===== src/sv/rrtm_pkg.sv =====
package rrtm_pkg;

    localparam int RR_W   = 13;
    localparam int RATE_W = 20;
    localparam int SR_W   = 10;
    localparam int CFG_W  = 13;

    localparam logic CFG_SAMPLE_RATE = 1'b0;
    localparam logic CFG_LONG_THR    = 1'b1;

    localparam logic [SR_W-1:0]          SR_RESET   = 10'd250;
    localparam logic [RR_W-1:0]          THR_RESET  = 13'd300;
    localparam logic [RR_W-1:0]          MIN_START  = 13'd5120;
    localparam logic signed [RATE_W-1:0] RATE_NONE  = -20'sd100;
    localparam logic signed [RATE_W-1:0] RATE_LIMIT = 20'sd524287;

    localparam int RR_MAX    = 8191;
    localparam int RATE_MAX  = 524287;
    localparam int MIN_VALID = 5;
    localparam int SLOW_N    = 4;
    localparam int MUL_K     = 600;
    localparam int DIV_K     = 10;
    localparam int ROUND_K   = 4;

    // Multiplying by DIV10_RECIP and dropping DIV10_SHIFT bits divides by ten exactly below 2**26.
    localparam int          DIV10_SHIFT = 27;
    localparam logic [23:0] DIV10_RECIP = 24'd13421773;

    typedef enum logic [8:0] {
        S_IDLE  = 9'b000000001,
        S_CHECK = 9'b000000010,
        S_WALK  = 9'b000000100,
        S_TRIM  = 9'b000001000,
        S_MUL   = 9'b000010000,
        S_DIV1  = 9'b000100000,
        S_WAIT1 = 9'b001000000,
        S_DIV2  = 9'b010000000,
        S_OUT   = 9'b100000000
    } t_state;

    typedef struct packed {
        logic shift;
        logic setup;
        logic walk;
        logic trim;
        logic mul;
        logic no_rate;
        logic hold;
        logic div_start;
        logic take_q;
        logic finish;
        logic load_out;
    } t_cmd;

    typedef struct packed {
        logic few;
        logic last;
        logic zero;
        logic div_busy;
    } t_status;

endpackage


===== src/sv/rrtm_div.sv =====
module rrtm_div
    import rrtm_pkg::*;
#(
    parameter int DVD_W = 25,
    parameter int DVS_W = 17
) (
    input  logic             i_clk,
    input  logic             i_rst_n,
    input  logic             i_start,
    input  logic [DVD_W-1:0] i_dividend,
    input  logic [DVS_W-1:0] i_divisor,
    output logic             o_busy,
    output logic [DVD_W-1:0] o_quotient
);

    localparam int CNT_W = $clog2(DVD_W + 1);

    logic [DVS_W-1:0] r_rem;
    logic [DVD_W-1:0] r_quo;
    logic [DVS_W-1:0] r_dvs;
    logic [CNT_W-1:0] r_cnt;
    logic             r_busy;

    logic [DVS_W:0]   w_sh;
    logic [DVS_W:0]   w_diff;
    logic             w_ge;
    logic [DVS_W-1:0] n_rem;

    assign w_sh   = {r_rem, r_quo[DVD_W-1]};
    assign w_ge   = (w_sh >= {1'b0, r_dvs});
    assign w_diff = w_sh - {1'b0, r_dvs};
    assign n_rem  = w_ge ? w_diff[DVS_W-1:0] : w_sh[DVS_W-1:0];

    always_ff @(posedge i_clk) begin
        if (!i_rst_n) begin
            r_busy <= 1'b0;
            r_cnt  <= '0;
        end else if (i_start) begin
            r_busy <= 1'b1;
            r_cnt  <= CNT_W'(DVD_W);
        end else if (r_busy) begin
            r_cnt <= r_cnt - CNT_W'(1);
            if (r_cnt == CNT_W'(1)) begin
                r_busy <= 1'b0;
            end
        end
    end

    always_ff @(posedge i_clk) begin
        if (i_start) begin
            r_rem <= '0;
            r_quo <= i_dividend;
            r_dvs <= i_divisor;
        end else if (r_busy) begin
            r_rem <= n_rem;
            r_quo <= {r_quo[DVD_W-2:0], w_ge};
        end
    end

    assign o_busy     = r_busy;
    assign o_quotient = r_quo;

endmodule


===== src/sv/rrtm_dp.sv =====
module rrtm_dp
    import rrtm_pkg::*;
#(
    parameter int RR_DEPTH = 8
) (
    input  logic                     i_clk,
    input  logic                     i_rst_n,
    input  logic                     i_cfg_we,
    input  logic                     i_cfg_idx,
    input  logic [CFG_W-1:0]         i_cfg_wdata,
    input  logic [RR_W-1:0]          i_rr_interval,
    input  t_cmd                     i_cmd,
    output t_status                  o_status,
    output logic signed [RATE_W-1:0] o_heart_rate,
    output logic                     o_fresh
);

    localparam int CNT_W  = $clog2(RR_DEPTH + 1);
    localparam int IDX_W  = $clog2(RR_DEPTH);
    localparam int TOT_W  = $clog2(RR_DEPTH * RR_MAX + 1);
    localparam int NUM_W  = $clog2(MUL_K * RR_DEPTH * ((1 << SR_W) - 1) + 1);
    localparam int Q_W    = NUM_W + 1;
    localparam int PROD_W = Q_W + DIV10_SHIFT;

    logic [RR_W-1:0]          r_hist [RR_DEPTH];
    logic [SR_W-1:0]          r_sr;
    logic [RR_W-1:0]          r_thr;
    logic [CNT_W-1:0]         r_n;
    logic [IDX_W-1:0]         r_idx;
    logic [TOT_W-1:0]         r_total;
    logic [RR_W-1:0]          r_hi;
    logic [RR_W-1:0]          r_lo;
    logic [NUM_W-1:0]         r_num;
    logic [Q_W-1:0]           r_q;
    logic signed [RATE_W-1:0] r_held;
    logic                     r_fresh;
    logic signed [RATE_W-1:0] r_out_rate;
    logic                     r_out_fresh;

    logic [CNT_W-1:0]  w_count;
    logic              w_slow;
    logic [RR_W-1:0]   w_v;
    logic [Q_W-1:0]    w_dvd;
    logic [TOT_W-1:0]  w_dvs;
    logic              w_busy;
    logic [Q_W-1:0]    w_quo;
    logic [PROD_W-1:0] w_prod;
    logic [Q_W-1:0]    w_rate_q;

    always_comb begin
        w_count = '0;
        for (int i = 0; i < RR_DEPTH; i++) begin
            w_count = w_count + CNT_W'(r_hist[i] != '0);
        end
    end

    assign w_slow = (r_hist[0] >= r_thr) && (r_hist[1] >= r_thr) && (r_hist[2] >= r_thr);
    assign w_v    = r_hist[r_idx];

    always_ff @(posedge i_clk) begin
        if (!i_rst_n) begin
            r_sr  <= SR_RESET;
            r_thr <= THR_RESET;
        end else if (i_cfg_we) begin
            case (i_cfg_idx)
                CFG_SAMPLE_RATE: r_sr  <= i_cfg_wdata[SR_W-1:0];
                CFG_LONG_THR:    r_thr <= i_cfg_wdata[RR_W-1:0];
                default:         r_sr  <= r_sr;
            endcase
        end
    end

    always_ff @(posedge i_clk) begin
        if (!i_rst_n) begin
            for (int i = 0; i < RR_DEPTH; i++) begin
                r_hist[i] <= '0;
            end
        end else if (i_cmd.shift) begin
            r_hist[0] <= i_rr_interval;
            for (int i = 1; i < RR_DEPTH; i++) begin
                r_hist[i] <= r_hist[i-1];
            end
        end
    end

    always_ff @(posedge i_clk) begin
        if (i_cmd.setup) begin
            r_n     <= w_slow ? CNT_W'(SLOW_N) : w_count;
            r_idx   <= '0;
            r_total <= '0;
            r_hi    <= '0;
            r_lo    <= MIN_START;
        end else if (i_cmd.walk) begin
            r_idx   <= r_idx + IDX_W'(1);
            r_total <= r_total + TOT_W'(w_v);
            if (w_v > r_hi) begin
                r_hi <= w_v;
            end
            if (w_v < r_lo) begin
                r_lo <= w_v;
            end
        end else if (i_cmd.trim) begin
            if (r_n > CNT_W'(SLOW_N)) begin
                r_total <= r_total - TOT_W'(r_lo) - TOT_W'(r_hi);
                r_n     <= r_n - CNT_W'(2);
            end
        end
    end

    always_ff @(posedge i_clk) begin
        if (i_cmd.mul) begin
            r_num <= NUM_W'(MUL_K * r_n * r_sr);
        end
        if (i_cmd.take_q) begin
            r_q <= w_quo + Q_W'(ROUND_K);
        end
    end

    assign w_dvd = Q_W'(r_num);
    assign w_dvs = r_total;

    rrtm_div #(
        .DVD_W (Q_W),
        .DVS_W (TOT_W)
    ) u_div (
        .i_clk      (i_clk),
        .i_rst_n    (i_rst_n),
        .i_start    (i_cmd.div_start),
        .i_dividend (w_dvd),
        .i_divisor  (w_dvs),
        .o_busy     (w_busy),
        .o_quotient (w_quo)
    );

    assign w_prod   = PROD_W'(r_q) * PROD_W'(DIV10_RECIP);
    assign w_rate_q = w_prod[PROD_W-1:DIV10_SHIFT];

    always_ff @(posedge i_clk) begin
        if (!i_rst_n) begin
            r_held  <= RATE_NONE;
            r_fresh <= 1'b0;
        end else if (i_cmd.no_rate) begin
            r_held  <= RATE_NONE;
            r_fresh <= 1'b1;
        end else if (i_cmd.finish) begin
            r_held  <= (w_rate_q > Q_W'(RATE_MAX)) ? RATE_LIMIT : RATE_W'(w_rate_q);
            r_fresh <= 1'b1;
        end else if (i_cmd.hold) begin
            r_fresh <= 1'b0;
        end
    end

    always_ff @(posedge i_clk) begin
        if (i_cmd.load_out) begin
            r_out_rate  <= r_held;
            r_out_fresh <= r_fresh;
        end
    end

    assign o_status.few      = (w_count < CNT_W'(MIN_VALID));
    assign o_status.last     = ((CNT_W'(r_idx) + CNT_W'(1)) == r_n);
    assign o_status.zero     = (r_total == '0);
    assign o_status.div_busy = w_busy;

    assign o_heart_rate = r_out_rate;
    assign o_fresh      = r_out_fresh;

endmodule


===== src/sv/rrtm_ctrl.sv =====
module rrtm_ctrl
    import rrtm_pkg::*;
(
    input  logic    i_clk,
    input  logic    i_rst_n,
    input  logic    i_s_valid,
    input  logic    i_m_ready,
    input  t_status i_status,
    output logic    o_s_ready,
    output logic    o_m_valid,
    output t_cmd    o_cmd
);

    t_state r_state;
    t_state n_state;
    logic   r_out_valid;
    logic   w_out_free;

    assign w_out_free = !r_out_valid || i_m_ready;

    always_comb begin
        n_state = r_state;
        o_cmd   = '0;
        case (r_state)
            S_IDLE: begin
                if (i_s_valid) begin
                    o_cmd.shift = 1'b1;
                    n_state     = S_CHECK;
                end
            end
            S_CHECK: begin
                if (i_status.few) begin
                    o_cmd.hold = 1'b1;
                    n_state    = S_OUT;
                end else begin
                    o_cmd.setup = 1'b1;
                    n_state     = S_WALK;
                end
            end
            S_WALK: begin
                o_cmd.walk = 1'b1;
                if (i_status.last) begin
                    n_state = S_TRIM;
                end
            end
            S_TRIM: begin
                o_cmd.trim = 1'b1;
                n_state    = S_MUL;
            end
            S_MUL: begin
                if (i_status.zero) begin
                    o_cmd.no_rate = 1'b1;
                    n_state       = S_OUT;
                end else begin
                    o_cmd.mul = 1'b1;
                    n_state   = S_DIV1;
                end
            end
            S_DIV1: begin
                o_cmd.div_start = 1'b1;
                n_state         = S_WAIT1;
            end
            S_WAIT1: begin
                if (!i_status.div_busy) begin
                    o_cmd.take_q = 1'b1;
                    n_state      = S_DIV2;
                end
            end
            S_DIV2: begin
                o_cmd.finish = 1'b1;
                n_state      = S_OUT;
            end
            S_OUT: begin
                if (w_out_free) begin
                    o_cmd.load_out = 1'b1;
                    n_state        = S_IDLE;
                end
            end
            default: begin
                n_state = S_IDLE;
            end
        endcase
    end

    always_ff @(posedge i_clk) begin
        if (!i_rst_n) begin
            r_state     <= S_IDLE;
            r_out_valid <= 1'b0;
        end else begin
            r_state <= n_state;
            if (o_cmd.load_out) begin
                r_out_valid <= 1'b1;
            end else if (i_m_ready) begin
                r_out_valid <= 1'b0;
            end
        end
    end

    assign o_s_ready = (r_state == S_IDLE);
    assign o_m_valid = r_out_valid;

endmodule


===== src/sv/rr_trimmed_mean_heart_rate.sv =====
// With fewer than five intervals valid the held rate goes out without a walk; otherwise the
// history is walked, n being the number of intervals walked, and a zero total skips the divider.
// The walk takes one history entry per cycle and the bit-serial divider yields one quotient
// bit per cycle; the final division by ten is a reciprocal multiply.
// The input is ready again once the result is loaded; loading waits for a free output register.
// A synchronous active-low reset clears the history, sets the held rate to -100, loads the
// default sample rate and threshold, and empties the output register.
module rr_trimmed_mean_heart_rate
    import rrtm_pkg::*;
#(
    parameter int RR_DEPTH = 8
) (
    input  logic             i_clk,
    input  logic             i_rst_n,
    input  logic             i_cfg_we,
    input  logic             i_cfg_idx,
    input  logic [CFG_W-1:0] i_cfg_wdata,
    input  logic             i_s_axis_tvalid,
    output logic             o_s_axis_tready,
    input  logic [15:0]      i_s_axis_tdata,   // rr_interval[12:0], zero padding
    output logic             o_m_axis_tvalid,
    input  logic             i_m_axis_tready,
    output logic [23:0]      o_m_axis_tdata,   // heart_rate[19:0], zero padding
    output logic             o_m_axis_tuser    // fresh
);

    t_cmd                     w_cmd;
    t_status                  w_status;
    logic signed [RATE_W-1:0] w_rate;
    logic                     w_fresh;

    rrtm_ctrl u_ctrl (
        .i_clk     (i_clk),
        .i_rst_n   (i_rst_n),
        .i_s_valid (i_s_axis_tvalid),
        .i_m_ready (i_m_axis_tready),
        .i_status  (w_status),
        .o_s_ready (o_s_axis_tready),
        .o_m_valid (o_m_axis_tvalid),
        .o_cmd     (w_cmd)
    );

    rrtm_dp #(
        .RR_DEPTH (RR_DEPTH)
    ) u_dp (
        .i_clk         (i_clk),
        .i_rst_n       (i_rst_n),
        .i_cfg_we      (i_cfg_we),
        .i_cfg_idx     (i_cfg_idx),
        .i_cfg_wdata   (i_cfg_wdata),
        .i_rr_interval (i_s_axis_tdata[RR_W-1:0]),
        .i_cmd         (w_cmd),
        .o_status      (w_status),
        .o_heart_rate  (w_rate),
        .o_fresh       (w_fresh)
    );

    assign o_m_axis_tdata = {4'b0000, w_rate};
    assign o_m_axis_tuser = w_fresh;

endmodule


===== config.mk =====
export PLATFORM = sky130hd
export DESIGN_NAME = rr_trimmed_mean_heart_rate
export DESIGN_NICKNAME = d
export VERILOG_FILES = /design/src/sv/rrtm_pkg.sv /design/src/sv/rrtm_div.sv /design/src/sv/rrtm_dp.sv /design/src/sv/rrtm_ctrl.sv /design/src/sv/rr_trimmed_mean_heart_rate.sv
export SDC_FILE = /design/constraint.sdc
export NUM_CORES = 2
export LEC_CHECK = 0
export BUFFER_PORTS_ARGS = -buffer_cell sky130_fd_sc_hd__buf_2
export CORE_UTILIZATION = 50
export CTS_BUF_LIST = sky130_fd_sc_hd__clkbuf_16
export CTS_CLUSTER_DIAMETER = 100
export DETAILED_ROUTE_END_ITERATION = 6
export PLACE_DENSITY = 0.64
export SYNTH_ARGS = -nofsm -noshare
export SYNTH_HDL_FRONTEND = slang
export SYNTH_SLANG_ARGS = --single-unit

===== constraint.sdc =====
create_clock -name i_clk -period 10.15 [get_ports i_clk]
set_input_delay 2.03 -clock i_clk [delete_from_list [all_inputs] [get_ports i_clk]]
set_output_delay 2.03 -clock i_clk [all_outputs]
set_load 0.03 [all_outputs]

==> results.yml <==
run_status:
  status: "finished, final reports clean"
power_and_ir_drop:
  comb_power_share: 0.385
  clkPwrFrac: 0.284
  power.switching_w: 0.001802
  sw_frac_of_total: 0.3494
  leakage_nw: 15.74
  p_per_area_nw_per_um2: 151.7
  peakVddDrop_v: 0.0001588
  power_frac_seq: 0.332
  internal-power_w: 0.003355
synth:
  synthCells: 3096
  synth_area_per_cell_um2: 10.18
  synth_top_area_frac: 0.2019
  ys.warnings.count: 0
  synth-seq-cells: 337
  synth_flop_cell: "edfxtp_1"
  yosysTopAreaCell: "edfxtp_1"
  async_flop_share: 0
  synth_area_um2: 31530
  seq_area_frac_synth: 0.2812
  ys_types: 83
  synth_area_leaders: "edfxtp_1 (20%), fa_1 (19%), ha_1 (18%)"
  synth_edf_count: 212
clock_network:
  cts_tree: "done"
  postCtsSetupRepairBufs: 0
  cts_buffers: 41
  clk_path_buf_depth: 3
  cts_hold_buffers: 0
  clkTransAtPathRegs_ns: 0.06
  numClockSinks: 337
  h-tree-depth: 2
  post_cts_resized: 0
  cts-root-buf: "clkbuf_16"
  clkLatencyLatePin_ns: 0.60
detailed_routing:
  drt_iter0_drc: 1175
  drc: 0
  finalWirelength_um: 69830
  vias: 21420
  vias_per_cell: 5.353
  wire_per_inst_um: 17.45
  ant_nets: 0
  firstDrtPassIters: 5
hold_path:
  min_from: "u_dp.r_held[18]$_SDFFE_PP1P_"
  hold_path.class: "reg -> reg"
timing:
  drv_slew: 0
  fin_worst_skew_ns: 0.04913
  fmax_ghz: 0.1223
  setup-tns-final_ns: 0
  whs_ns: 0.4306
  setup_violations: 0
  max_slew_margin: 0.2522
  tightest_slew_ns: 1.122
  period_share: 0.8055
  hold_viol_final: 0
  rsz0062_at_grt: "no"
  fin_crit_ns: 8.176
floorplan:
  row_count: 91
  core_um2: 62050
  initial_core_util: 0.5082
  io_pins: 62
  die-area_um2: 64070
  die_height_um: 253.1
  die_x_um: 253.1
setup_path:
  slowest_delay_ns: 0.73
  cpMostUsedCell: "fa_1"
  cp_top_family: "adder cells"
  reg2reg_depth: 27
  crit_arrival_ns: 8.49
  critPathCaptureType: "flop"
  crit_path_start: "u_dp.r_n[3]$_DFFE_PP_"
  crit_slowest_cell: "xor2_1"
  r2r-start: "u_dp.r_n[3]$_DFFE_PP_"
  cp.required_ns: 10.46
  worstSetupPathType: "reg -> reg"
  rrSetupSlack_ns: 1.97
  cp.depth: 27
  critPathLaunchType: "flop"
  crit_end: "u_dp.r_num[21]$_DFFE_PP_"
  path_max_fanout: 10
  regToRegEndpoint: "u_dp.r_num[21]$_DFFE_PP_"
  path_buf_inv: 5
final_layout:
  final_core_util: 0.5479
  layout.cells.non_filler: 4001
  nNetsFinal: 3910
  num-fill-cells: 5483
  seqCellArea_um2: 8869
  multiInputGateArea_um2: 20390
  syn_to_final_growth_pct: 7.829
  drive_gt1_frac: 0.06165
placed_design:
  dp.final_hpwl_um: 55610
  dp.cells: 3924
  io_buffers: 54
  gp_congestion: 0.9323
flow_run:
  maxCapViolCount: 0
grt:
  antenna_found_initial: 0
  grt_use_total: 0.2268
  first_global_vias: 22260
  grt_overflow: 0
  grt_pass1_wl_um: 115000
  grt_start_max_net_pins: 86
[state kept, by name, indices dropped and copies added, names as in the netlist, 3 cells and up, named ones only]
register	count
u_ctrl.r_state	9
u_dp.o_heart_rate	20
u_dp.r_held	20
u_dp.r_hi	13
u_dp.r_hist	104
u_dp.r_idx	3
u_dp.r_lo	13
u_dp.r_n	4
u_dp.r_num	20
u_dp.r_q	24
u_dp.r_sr	10
u_dp.r_thr	13
u_dp.r_total	16
u_dp.u_div.o_quotient	24
u_dp.u_div.r_cnt	5
u_dp.u_div.r_dvs	16
u_dp.u_div.r_rem	16
[cells in the mapped netlist, drive strengths merged (5+ instances only)]
cell       n
clkbuf    64
o21a      21
o31ai      5
xnor2     87
and2     172
a21boi    21
mux4      26
mux2      14
nor4      28
nand3     42
nor3b      7
o21bai    11
nand2b     8
o21ai     77
a31oi     12
a21oi    131
nor2     116
dfxtp    125
xor2      51
a211oi    12
nand2    274
and4       5
a2111oi    5
or4        6
fa       297
mux2i     25
edfxtp   212
or3       11
a21o      49
nor2b     27
and3      16
inv      522
nand4     31
nor3      59
o211ai     9
buf       16
ha       448
[cell usage in the layout, fill, tap and decap left out, types with 15 or more instances in the layout]
master     Yosys  final
clkbuf_16      0     41
a21boi_0      19     19
nor3_1        58     58
buf_2          5     54
dfxtp_1      125    125
edfxtp_1     212    212
and3_1        16     15
nor2_1       114    114
inv_1        521    534
nor2b_1       27     25
nand4_1       31     31
a21oi_1      130    130
xor2_1        51     51
nor4_1        28     28
a21o_1        49     49
o21ai_0       74     74
xnor2_1       87     87
ha_1         448    448
nand2_1      274    273
mux2i_1       24     24
o21a_1        21     21
mux4_2        26     26
and2_1       171    171
fa_1         297    297
nand3_1       42     42
[worst min path at each step]
| stage | endpoint | slack [ns] | cells after the start |
|---|---|---|---|
| floorplan | u_dp.o_heart_rate[0]$_DFFE_PP_ | 0.40 | 0 |
| global placement | u_dp.o_heart_rate[0]$_DFFE_PP_ | 0.41 | 0 |
| detailed placement | u_dp.o_heart_rate[19]$_DFFE_PP_ | 0.42 | 0 |
| CTS | u_dp.o_heart_rate[9]$_DFFE_PP_ | 0.44 | 0 |
| global route | u_dp.o_heart_rate[18]$_DFFE_PP_ | 0.44 | 0 |
| finish | u_dp.o_heart_rate[18]$_DFFE_PP_ | 0.43 | 0 |
[power by group through the flow]
stage,registers [W],logic (W),clock network [W]
after floorplan,0.00169,0.00160,0
after global placement,0.00174,0.00192,0
after detailed placement,0.00174,0.00197,0
after CTS,0.00171,0.00199,0.00150
after global routing,0.00172,0.00225,0.00155
final,0.00171,0.00198,0.00146
[routing by layer]
metal	vias to the layer above	wire length (um)	GRT usage
met4	0	1802	0.06390
met3	108	3145	0.03279
met2	452	33570	0.3904
met5	-	0	0
li1	10420	-	-
met1	10430	31320	0.2965
[final cells by class]
class	count	area share
Timing Repair Buffer	68	0.01104
Antenna cell	1	0.00007360
Clock buffer	41	0.03017
Multi-Input combinational cell	2159	0.5998
Tap cell	837	0.03080
Sequential cell	337	0.2608
Clock inverter	35	0.009568
Inverter	523	0.05774
[worst register-to-register path, delay by kind of cell, from the launching register on]
kind | cells | cell delay, ns
AOI/OAI and AO/OA | 5 | 1.25
buffers and inverters | 5 | 0.35
and+or+nand+nor | 6 | 1.08
xor gates and xnor gates | 2 | 0.80
adders and majority gates | 9 | 3.87
DFF | 1 | 0.55
[cell families after synthesis]
| group | count (synthesis) | share of synthesized area |
|---|---|---|
| and+or+nand+nor | 816 | 0.1292 |
| AOI/OAI and AO/OA | 391 | 0.08023 |
| adders and majority gates | 745 | 0.3663 |
| DFF | 337 | 0.2812 |
| xor gates and xnor gates | 138 | 0.03833 |
| buffers and inverters | 603 | 0.07293 |
| muxes | 65 | 0.03162 |
| other | 1 | 0.0001189 |
[per-stage QoR]
step / instance area (um2) / power (W) / setup slack (ns)
after global routing: 34000 / 0.005526 / 1.598
final: 34000 / 0.005157 / 1.974
after floorplan: 31540 / 0.003298 / 2.877
after detailed placement: 32650 / 0.003713 / 1.981
after CTS: 34000 / 0.005198 / 1.901
after global placement: 32650 / 0.003656 / 1.996
No activity file was read; power rests on OpenSTA's default activity.
